===== src/sv/tcce_ram.sv =====
// Generic single-clock RAM: one write port, one read port with registered read data.
// No dependencies.
module tcce_ram #(
    parameter int WIDTH = 8,
    parameter int DEPTH = 256,
    localparam int ADDR_W = (DEPTH > 1) ? $clog2(DEPTH) : 1
) (
    input  logic              i_clk,
    input  logic              i_we,
    input  logic [ADDR_W-1:0] i_wr_addr,
    input  logic [WIDTH-1:0]  i_wr_data,
    input  logic [ADDR_W-1:0] i_rd_addr,
    output logic [WIDTH-1:0]  o_rd_data
);

    logic [WIDTH-1:0] r_mem [DEPTH];
    logic [WIDTH-1:0] r_rd_data;

    always_ff @(posedge i_clk) begin
        if (i_we) begin
            r_mem[i_wr_addr] <= i_wr_data;
        end
        r_rd_data <= r_mem[i_rd_addr];
    end

    assign o_rd_data = r_rd_data;

endmodule


===== config.mk =====
export PLATFORM = sky130hd
export DESIGN_NAME = tcce_ram
export DESIGN_NICKNAME = d
export VERILOG_FILES = /design/src/sv/tcce_ram.sv
export SDC_FILE = /design/constraint.sdc
export NUM_CORES = 2
export LEC_CHECK = 0
export BUFFER_PORTS_ARGS = -buffer_cell sky130_fd_sc_hd__buf_2
export CAP_MARGIN = 20
export CELL_PAD_IN_SITES_DETAIL_PLACEMENT = 1
export CELL_PAD_IN_SITES_GLOBAL_PLACEMENT = 1
export CORE_UTILIZATION = 40
export DETAILED_ROUTE_END_ITERATION = 8
export GPL_ROUTABILITY_DRIVEN = 0
export PLACE_DENSITY = 0.61
export SLEW_MARGIN = 20
export SYNTH_ARGS = -nofsm -noshare
export SYNTH_HDL_FRONTEND = slang
export SYNTH_SLANG_ARGS = --single-unit

===== constraint.sdc =====
create_clock -name i_clk -period 2.6 [get_ports i_clk]
set_clock_uncertainty 0.05 [all_clocks]
set_input_delay 0.13 -clock i_clk [delete_from_list [all_inputs] [get_ports i_clk]]
set_output_delay 0.13 -clock i_clk [all_outputs]
set_load 0.02 [all_outputs]

==> run summary <==
### Worst setup path
* o_rd_data[0]$_DFF_P_ — reg2reg end
* sky130_fd_sc_hd__nor3_1 — library cell contributing the largest single delay on the critical path
* 3.28 ns — Data arrival, critical path
* 1 — largest fanout on the critical path
* multiplexers — family with the most delay on the worst path
* 0.54 ns — Largest stage delay, worst path
* 7 — total stage count of the critical path
* mux4_2 > mux4_2 > nor2_1 > a2111oi_0 > nor3_1 > buf_4 > nor4_2 — cell chain of the critical path
* flop — category of the worst setup path launch point
* flop — kind of end point of the critical path
* r_mem[143][0]$_DFFE_PP_ — reg2reg start
* 3.27 ns — required time at the endpoint of the critical path
* 1 — total buffers and inverters traversed by the critical path
* r_mem[143][0]$_DFFE_PP_ — CP startpoint
* 7 — count of cells along the worst register-to-register path
* flop to flop — worst setup path category
* o_rd_data[0]$_DFF_P_ — Critical path destination
* -0.008 ns — R2R setup slack
* sky130_fd_sc_hd__mux4_2 — Most Frequent Cell on Critical Path

### Run status
* finished with violations — outcome
* negative setup slack — failing checks

### Power and ir drop
* 586 uV — Max IR drop VDD
* 52.6% — sequential share of power
* 738 nW/um^2 — power density over cell area
* 54.5 mW — P_int
* 5.6% — fraction of power consumed by combinational cells
* 41.8% — clock network fraction of total power
* 15.2 mW — switching power summed over all nets
* 21.8% — net switching fraction of the power
* 30.4 nW — leakage power

### Routing
* 0 — Antenna Violating Nets Remaining
* 5.66 — via/cell ratio
* 40900 — number of vias after detailed routing
* 4232 — number of violations reported at the end of detailed-routing iteration 0
* 221000 um — Final Routed Wirelength
* 30.6 um — mean routed wirelength per cell
* 5 — drt pass-1 iters
* 0 — drt drc

### Timing
* 0 — number of max-slew violations in the final report
* 0.803 ns — Worst Max-Slew Pin Slew
* 383 MHz — maximum operating frequency
* 100% — share of the clock period used by the worst path after layout
* 0 — total count of hold-check failures in the final report
* 1 — setup violation total in the final timing report
* no — unrepaired setup endpoints after global routing
* -0.00811 ns — Total Negative Setup Slacks
* -0.00811 ns — min setup slack post-route
* 0.0811 ns — final worst hold slack
* 46.4% — Slew Limit Headroom
* 2.61 ns — Final min period

### Min path
* i_wr_addr[7] — launch instance of the worst min-delay path
* input pin to flop — path category of the worst min-delay check

### Placement
* 33 — count of buffers inserted at the top-level ports
* -0.485 ns — Setup Slack @ Placement
* 143000 um — half-perimeter wire length of the detailed placement result

### Global routing
* 43000 — number of global-route vias before repair
* 109 — pin count of the biggest net entering global routing
* 0 — Congestion Overflow GR
* 22.2% — Tot GR Track Use
* 318000 um — wire length of the first global-routing pass
* 14 — antenna violations before repair

### Logic synthesis
* 55 — number of library cell types mapped by synthesis
* 79600 um^2 — Mapped Area
* sky130_fd_sc_hd__edfxtp_1 — area leader, netlist
* 0 — Yosys warning count
* 77.3% — top-area cell type share of the netlist area
* 21.3 um^2 — Syn Area/Cell
* 3733 — Post-Syn Instances
* 3759 — number of nets in the synthesized netlist
* 2056 — number of synthesized register bits
* 0% — Async SR Flop Fraction
* sky130_fd_sc_hd__edfxtp_1 77%, sky130_fd_sc_hd__mux4_2 13%, sky130_fd_sc_hd__mux2i_1 1.7% — top post-synthesis cells by area
* 77.5% — sequential-to-total area share from yosys stat
* sky130_fd_sc_hd__edfxtp_1 — leading cell type by number of instances after synthesis
* 2048 x sky130_fd_sc_hd__edfxtp_1, 454 x sky130_fd_sc_hd__mux4_2, 282 x sky130_fd_sc_hd__nor2_1 — Commonest cells post-synth
* sky130_fd_sc_hd__edfxtp_1 — primary flip-flop cell chosen by synthesis mapping
* 2048 — number of enable-type register cells in the synthesized netlist

### CTS
* 2056 — clock net sink count
* 4 — H-tree level count
* 3 — CTS max path bufs
* 0.06 ns — clock slew seen by the registers of the worst setup and hold paths
* 0.85 ns — clock latency on the worst-skew pair
* sky130_fd_sc_hd__clkbuf_16 — Root Buffer Master
* yes — clock tree from TritonCTS
* 0 — # Post-CTS Setup Buffers
* 208 — number of CTS-inserted buffers

### Layout
* 31.6% — fraction of final layout cells sized beyond drive strength 1
* 4432 — post-layout net count
* 18.7% — layout overhead on the synthesized area

### Die
* 448 um — Die Span X
* 40.3% — initial cell density of the core
* 201000 um^2 — full die area
* 163 — number of rows in the core area
* 197000 um^2 — area of the placeable core
* 448 um — die height
* 34 — Top-Level Pins

### Run
* 0 — reported max-cap violation count

area by class of cell:
type,instances,area [um^2]
inverters,2,7.51
well taps,2640,3300
diodes,4,10.0
clock inverters,120,1110
clock buffers,263,5470
flip-flops and latches,2056,61700
fillers,18200,103000
repair buffers,696,6290
multi-input cells,1442,16600
tightest hold or removal path, delay by kind of cell:
family | cells | cell delay [ns]
buffers and inverters | 1 | 0.16
AND/OR/NAND/NOR | 3 | 0.47
flip-flops by register name (all words and copies together), names as in the netlist:
signal	count
o_rd_data	8
r_mem	2048
metal layers:
layer | track usage, % | wire [um]
met5 | 0 | 42
met4 | 5.33 | 4830
met3 | 3.03 | 12500
met2 | 36.5 | 109000
met1 | 31.4 | 94600
stage by stage:
stage	utilization (%)	std cells	power [mW]	cell area [um^2]
after floorplan	-	3733	39.1	79600
after global placement	44.4	6817	41.2	87600
after detailed placement	44.4	6821	41.3	87600
after CTS	47.8	7219	70.3	94400
after global routing	47.8	7222	71.5	94400
final	47.8	7223	69.7	94400
repair_timing:
action / 4_1_cts / 5_1_grt
endpoints found under the setup margin: 2 / 2
hold buffers: 15 / 0
pin swaps: 0 / 1
gates resized for setup: 2 / 2
endpoints found under the hold margin: 1627 / 0
power groups by stage:
| stage | Clock, mW | Combinational (mW) | Sequential, mW |
|---|---|---|---|
| after global routing | 30.8 | 4.11 | 36.6 |
| after detailed placement | 0 | 3.93 | 37.3 |
| after CTS | 29.7 | 3.97 | 36.6 |
| after global placement | 0 | 3.86 | 37.3 |
| after floorplan | 0 | 1.77 | 37.3 |
| final | 29.1 | 3.91 | 36.6 |
how the worst min path moves through the flow:
stage | slack (ns) | cells after the start | endpoint
after floorplan | 0.18 | 0 | r_mem[0][0]$_DFFE_PP_
after global placement | 0.52 | 1 | r_mem[20][5]$_DFFE_PP_
after detailed placement | 0.53 | 1 | r_mem[20][5]$_DFFE_PP_
after CTS | 0.03 | 4 | r_mem[18][2]$_DFFE_PP_
after global routing | 0.09 | 4 | r_mem[242][7]$_DFFE_PP_
final | 0.08 | 4 | r_mem[18][2]$_DFFE_PP_
placed cells by master, fill, tap and decap left out, types with 21 or more instances in the layout:
cell type,instances
sky130_fd_sc_hd__o221ai_1,46
sky130_fd_sc_hd__buf_12,80
sky130_fd_sc_hd__clkinv_1,56
sky130_fd_sc_hd__buf_4,570
sky130_fd_sc_hd__o22ai_1,28
sky130_fd_sc_hd__mux2i_1,134
sky130_fd_sc_hd__a22oi_1,133
sky130_fd_sc_hd__nand3_1,31
sky130_fd_sc_hd__nand2_1,33
sky130_fd_sc_hd__clkinv_2,29
sky130_fd_sc_hd__clkbuf_16,209
sky130_fd_sc_hd__a21oi_1,96
sky130_fd_sc_hd__clkbuf_1,50
sky130_fd_sc_hd__buf_2,21
sky130_fd_sc_hd__edfxtp_1,2048
sky130_fd_sc_hd__mux4_2,454
sky130_fd_sc_hd__nor2_1,279
sky130_fd_sc_hd__nor2b_1,28
cell families (layout without fill, tap and decap cells):
kind of cell           count (synthesis)  count (layout)  share of synthesized area [%]
flip-flops                          2056            2056                           77.5
multiplexers                         591             591                           14.6
AO/OA/AOI/OAI                        385             385                           3.42
other                                  0               4                              0
buffers and inverters                235            1081                           1.83
AND/OR/NAND/NOR                      466             466                           2.63
Power figures use the tool's default switching activity.
