==> config.mk <==
export PLATFORM = sky130hd
export DESIGN_NAME = tcce_decode
export DESIGN_NICKNAME = d
export VERILOG_FILES = /design/src/sv/tcce_pkg.sv /design/src/sv/tcce_decode.sv
export SDC_FILE = /design/constraint.sdc
export NUM_CORES = 1
export LEC_CHECK = 0
export ABC_AREA = 0
export BUFFER_PORTS_ARGS = -buffer_cell sky130_fd_sc_hd__buf_4
export CAP_MARGIN = 40
export CORE_UTILIZATION = 35
export DETAILED_ROUTE_END_ITERATION = 8
export PLACE_DENSITY_LB_ADDON = 0.15
export SYNTH_ARGS = -nofsm -noshare
export SYNTH_HDL_FRONTEND = slang
export SYNTH_SLANG_ARGS = --single-unit
==> constraint.sdc <==
create_clock -name vclk -period 10.4
set_clock_uncertainty 0.15 [all_clocks]
set_input_delay 1.04 -clock vclk [all_inputs]
set_output_delay 1.04 -clock vclk [all_outputs]
set_load 0.02 [all_outputs]
==> src/sv/tcce_pkg.sv <==
// Shared types and constants for the text console cell engine.
// Holds the transfer payload structs, operation and state codes and character constants.
// No dependencies.
package tcce_pkg;

    localparam int DEF_MAX_ROWS = 64;
    localparam int DEF_MAX_COLS = 160;

    localparam int CFG_IDX_W  = 1;
    localparam int CFG_DATA_W = 8;

    localparam logic [CFG_IDX_W-1:0] CFG_ROWS_IN_USE = 1'b0;
    localparam logic [CFG_IDX_W-1:0] CFG_COLS_IN_USE = 1'b1;

    localparam logic [7:0] CH_NEWLINE   = 8'h0A;
    localparam logic [7:0] CH_RETURN    = 8'h0D;
    localparam logic [7:0] CH_BACKSPACE = 8'h08;
    localparam logic [7:0] CH_BLANK     = 8'h20;

    typedef enum logic [2:0] {
        OP_PUT_CHAR   = 3'd0,
        OP_WRITE_AT   = 3'd1,
        OP_SET_CURSOR = 3'd2,
        OP_CLEAR      = 3'd3,
        OP_READ_CELL  = 3'd4
    } t_op;

    typedef enum logic [2:0] {
        ST_INIT,
        ST_IDLE,
        ST_EXEC,
        ST_READ,
        ST_SCROLL,
        ST_CLEAR,
        ST_EMIT
    } t_state;

    typedef struct packed {
        logic [2:0] operation;
        logic [7:0] char_code;
        logic [5:0] target_row;
        logic [7:0] target_col;
    } t_in_item;

    typedef struct packed {
        logic [5:0] cursor_row_now;
        logic [7:0] cursor_col_now;
        logic       cell_written;
        logic [5:0] cell_row;
        logic [7:0] cell_col;
        logic [7:0] cell_char;
        logic       scrolled;
        logic       ignored;
    } t_out_item;

    typedef struct packed {
        logic cell_we;
        logic cell_rd;
        logic scroll;
        logic clear;
    } t_exec_ctl;

endpackage

==> src/sv/tcce_decode.sv <==
// Operation decode for the text console cell engine: cursor update, cell access and result.
// Depends on tcce_pkg.
module tcce_decode import tcce_pkg::*; #(
    parameter int MAX_ROWS = DEF_MAX_ROWS,
    parameter int MAX_COLS = DEF_MAX_COLS,
    localparam int ROW_W = (MAX_ROWS > 1) ? $clog2(MAX_ROWS) : 1,
    localparam int COL_W = (MAX_COLS > 1) ? $clog2(MAX_COLS) : 1,
    localparam int AR_W  = $clog2(MAX_ROWS + 1),
    localparam int AC_W  = $clog2(MAX_COLS + 1)
) (
    input  t_in_item         i_item,
    input  logic [ROW_W-1:0] i_cur_row,
    input  logic [COL_W-1:0] i_cur_col,
    input  logic [AR_W-1:0]  i_rows,
    input  logic [AC_W-1:0]  i_cols,
    output t_exec_ctl        o_ctl,
    output logic [ROW_W-1:0] o_next_row,
    output logic [COL_W-1:0] o_next_col,
    output logic [ROW_W-1:0] o_cell_row,
    output logic [COL_W-1:0] o_cell_col,
    output logic [7:0]       o_cell_char,
    output t_out_item        o_res
);

    localparam int CMP_W = 10;

    logic [ROW_W-1:0] rows_m1;
    logic [COL_W-1:0] cols_m1;
    logic [ROW_W-1:0] cr;
    logic [COL_W-1:0] cc;
    logic             row_ok;
    logic             col_ok;
    logic [ROW_W-1:0] trow_cl;
    logic [COL_W-1:0] tcol_cl;
    logic [AR_W-1:0]  nr;
    logic [AC_W-1:0]  nc;
    logic             written;
    logic [5:0]       res_row;
    logic [7:0]       res_col;
    logic [7:0]       res_char;
    logic             scrolled;
    logic             ignored;

    assign rows_m1 = ROW_W'(i_rows - AR_W'(1));
    assign cols_m1 = COL_W'(i_cols - AC_W'(1));

    // put_char works on the cursor pulled back into the active area
    assign cr = (AR_W'(i_cur_row) >= i_rows) ? rows_m1 : i_cur_row;
    assign cc = (AC_W'(i_cur_col) >= i_cols) ? cols_m1 : i_cur_col;

    assign row_ok  = CMP_W'(i_item.target_row) < CMP_W'(i_rows);
    assign col_ok  = CMP_W'(i_item.target_col) < CMP_W'(i_cols);
    assign trow_cl = row_ok ? ROW_W'(i_item.target_row) : rows_m1;
    assign tcol_cl = col_ok ? COL_W'(i_item.target_col) : cols_m1;

    always_comb begin
        o_ctl       = '0;
        o_next_row  = i_cur_row;
        o_next_col  = i_cur_col;
        o_cell_row  = '0;
        o_cell_col  = '0;
        o_cell_char = CH_BLANK;
        nr          = AR_W'(cr);
        nc          = AC_W'(cc);
        written     = 1'b0;
        res_row     = '0;
        res_col     = '0;
        res_char    = '0;
        scrolled    = 1'b0;
        ignored     = 1'b0;
        case (i_item.operation)
            OP_PUT_CHAR: begin
                if (i_item.char_code == CH_NEWLINE) begin
                    nc = '0;
                    nr = AR_W'(cr) + AR_W'(1);
                end else if (i_item.char_code == CH_RETURN) begin
                    nc = '0;
                end else if (i_item.char_code == CH_BACKSPACE) begin
                    if (cc != '0) begin
                        nc            = AC_W'(cc) - AC_W'(1);
                        o_ctl.cell_we = 1'b1;
                        o_cell_row    = cr;
                        o_cell_col    = cc - COL_W'(1);
                        o_cell_char   = CH_BLANK;
                        written       = 1'b1;
                        res_row       = 6'(cr);
                        res_col       = 8'(cc - COL_W'(1));
                        res_char      = CH_BLANK;
                    end
                end else begin
                    o_ctl.cell_we = 1'b1;
                    o_cell_row    = cr;
                    o_cell_col    = cc;
                    o_cell_char   = i_item.char_code;
                    written       = 1'b1;
                    res_row       = 6'(cr);
                    res_col       = 8'(cc);
                    res_char      = i_item.char_code;
                    nc            = AC_W'(cc) + AC_W'(1);
                    if (nc >= i_cols) begin
                        nc = '0;
                        nr = AR_W'(cr) + AR_W'(1);
                    end
                end
                if (nr >= i_rows) begin
                    o_ctl.scroll = 1'b1;
                    scrolled     = 1'b1;
                    o_next_row   = rows_m1;
                    o_next_col   = '0;
                end else begin
                    o_next_row = ROW_W'(nr);
                    o_next_col = COL_W'(nc);
                end
            end
            OP_WRITE_AT: begin
                res_row = i_item.target_row;
                res_col = i_item.target_col;
                if (row_ok && col_ok) begin
                    o_ctl.cell_we = 1'b1;
                    o_cell_row    = ROW_W'(i_item.target_row);
                    o_cell_col    = COL_W'(i_item.target_col);
                    o_cell_char   = i_item.char_code;
                    written       = 1'b1;
                    res_char      = i_item.char_code;
                end else begin
                    ignored = 1'b1;
                end
            end
            OP_SET_CURSOR: begin
                o_next_row = trow_cl;
                o_next_col = tcol_cl;
            end
            OP_CLEAR: begin
                o_ctl.clear = 1'b1;
                o_next_row  = '0;
                o_next_col  = '0;
            end
            OP_READ_CELL: begin
                res_row = i_item.target_row;
                res_col = i_item.target_col;
                if (row_ok && col_ok) begin
                    o_ctl.cell_rd = 1'b1;
                    o_cell_row    = ROW_W'(i_item.target_row);
                    o_cell_col    = COL_W'(i_item.target_col);
                end else begin
                    ignored = 1'b1;
                end
            end
            default: begin
            end
        endcase
    end

    always_comb begin
        o_res.cursor_row_now = 6'(o_next_row);
        o_res.cursor_col_now = 8'(o_next_col);
        o_res.cell_written   = written;
        o_res.cell_row       = res_row;
        o_res.cell_col       = res_col;
        o_res.cell_char      = res_char;
        o_res.scrolled       = scrolled;
        o_res.ignored        = ignored;
    end

endmodule
==> flow_metrics.tcl <==
set metrics [dict create \
    status "completed" \
    fp-row-count 36 \
    vias 4327 \
    diodes 0 \
    place_area_sq_um 4470 \
    ys_top_cells_by_count "nand2_1 (56), ha_1 (48), a21oi_1 (37)" \
    avgSynthCellArea_sq_um 6.89 \
    cp.arrival_ps 8120 \
    regArea_sq_um 0 \
    crit_path_end_kind "output port" \
    drt_pre_antenna_iters 5 \
    min_to "o_ctl[2]" \
    clock.fmax_mhz 107 \
    antenna_found_initial 0 \
    leakagePower_nw 2.16 \
    grt_util_all_layers_pct 25.5 \
    synth_area_leaders "ha_1 (17%), nand2_1 (5.9%), buf_4 (5.7%)" \
    fin_area_sq_um 4470 \
    postRouteAntennaNets 0 \
    cts-resized-gates 0 \
    cts_setup_buffers 0 \
    path_class "in2out" \
    grt_pass1_wl_mm 20.9 \
    totalWireLength_mm 14.1 \
    setup-violations-final 0 \
    grt_pass1_vias 3897 \
    place_inst 740 \
    viasPerCell 5.85 \
    yosys.area_share.simple_pct 26.6 \
    critPathMaxFanout 15 \
    drv_cap 0 \
    ir_drop_uv 29.2 \
    synth_top_family_by_area "compound AO/OA/AOI/OAI gates" \
    synthDistinctLibCells 79 \
    synth.area.mux_share_pct 5.17 \
    post-route-period-util_pct 89.6 \
    yosysMostFrequentCell "nand2_1" \
    p_per_area_nw_per_um2 67.3 \
    setup_tns_ps 0 \
    ios 133 \
    fin_cells 740 \
    drc 0 \
    dieHeight_microns 103 \
    yosysWarnings 0 \
    hold_path_depth 3 \
    hp-start "i_item[23]" \
    synth_area_sq_um 3560 \
    holdBufCountCts 0 \
    setup_slack_ps 1090 \
    synth_xor_area_share_pct 7.64 \
    total_power_mw 0.301 \
    tightest_slew_ps 810 \
    period_minus_slack_ps 9310 \
    final_core_util_pct 45.5 \
    cp-start-kind "input port" \
    num-nets-final 711 \
    core_region_area_sq_um 9820 \
    grt_overflow 0 \
    area_delta_synth_final_pct 25.6 \
    synth_compound_area_share_pct 32.3 \
    syn-num-nets 618 \
    slowest_delay_ps 490 \
    hold_ws_ps 2250 \
    grt_max_degree 17 \
    yosys.area_share.adder_pct 16.9 \
    min_path_type "in2out" \
    port_buffers 133 \
    dieArea_sq_um 10600 \
    die-width_microns 103 \
    maxSlewViolCount 0 \
    synth_top_area_cell "ha_1" \
    syn_inst 516 \
    hpwlAfterDp_mm 11.5 \
    startpoint "i_cols[2]" \
    yosysSeqAreaShare_pct 0 \
    initial_utilization_pct 36.2 \
    gp_congestion 0.991 \
    drive_gt1_share_pct 27.5 \
    slowest_stage "o21ai_0" \
    rsz0062_at_grt "false" \
    nClkBuffers 0 \
    drtIter0Drc 302 \
    hold_violations 0 \
    dp_slack_ps 1290 \
    required_ps 9210 \
    synth.top_cell.area_share_pct 16.9 \
    wire_per_inst_microns 19.0 \
    max-slew-margin-rel_pct 45.6 \
    seq_cell_count 0 \
]
## critical path: cells and delay by family
kind,cells,cell delay (ps)
fa+ha+maj,4,1110
buf+inv,4,590
xor+xnor,1,170
compound gates,15,3600
simple gates,7,1600
## area by class of cell
class              instances  area [sq um]
repair buffers           137          1030
inverters                 29           109
multi-input cells        441          3160
fillers                 1066          5350
well taps                133           166
## worst max path at each step
stage	end	slack, ps
floorplan	o_res[30]	2090
global placement	o_next_row[4]	1560
detailed placement	o_next_row[4]	1290
CTS	o_next_row[4]	1250
global route	o_res[37]	490
finish	o_next_row[4]	1090
## cell usage in the layout (no fill, tap or decap), types with 3 or more instances in the layout
master    instances
a211o_1           4
a211oi_1          8
a21o_1           19
a21oi_1          37
a221oi_1          4
a22o_1            5
a31oi_1           3
and2_1            8
and3_1            9
buf_4           136
ha_1             48
inv_1            28
mux2_2            3
mux2i_1          15
nand2_1          56
nand2b_1          6
nand3_1          14
nand4_1           4
nor2_1           35
nor2b_1           5
nor3_1           15
nor4_1            4
nor4b_1           3
o211ai_1          5
o21a_1            3
o21ai_0          28
o21ai_1           4
o22ai_1           3
o31ai_1           3
or4_1             3
xnor2_1          23
xor2_1            8
## where the power goes
group          internal [mW]  switching (mW)
registers                  0               0
clock network              0               0
logic                  0.118           0.183
total                  0.118           0.183
## layer usage
layer	GRT usage [%]	vias to the layer above	routed length [microns]
met5	0	-	0
met4	3.14	0	167
met3	2.64	12	1150
met2	40.3	237	6220
met1	38.1	2006	6540
li1	-	2072	-
## cells by family (layout without fill, tap and decap cells)
| group | count (synthesis) | after routing |
|---|---|---|
| adder cells (fa/ha/maj) | 48 | 48 |
| multiplexers | 18 | 18 |
| buffers and inverters | 75 | 166 |
| XOR/XNOR | 31 | 31 |
| AND/OR/NAND/NOR | 183 | 183 |
| AO/OA/AOI/OAI | 161 | 161 |
Note: power is estimated with default switching activity, not from simulation.
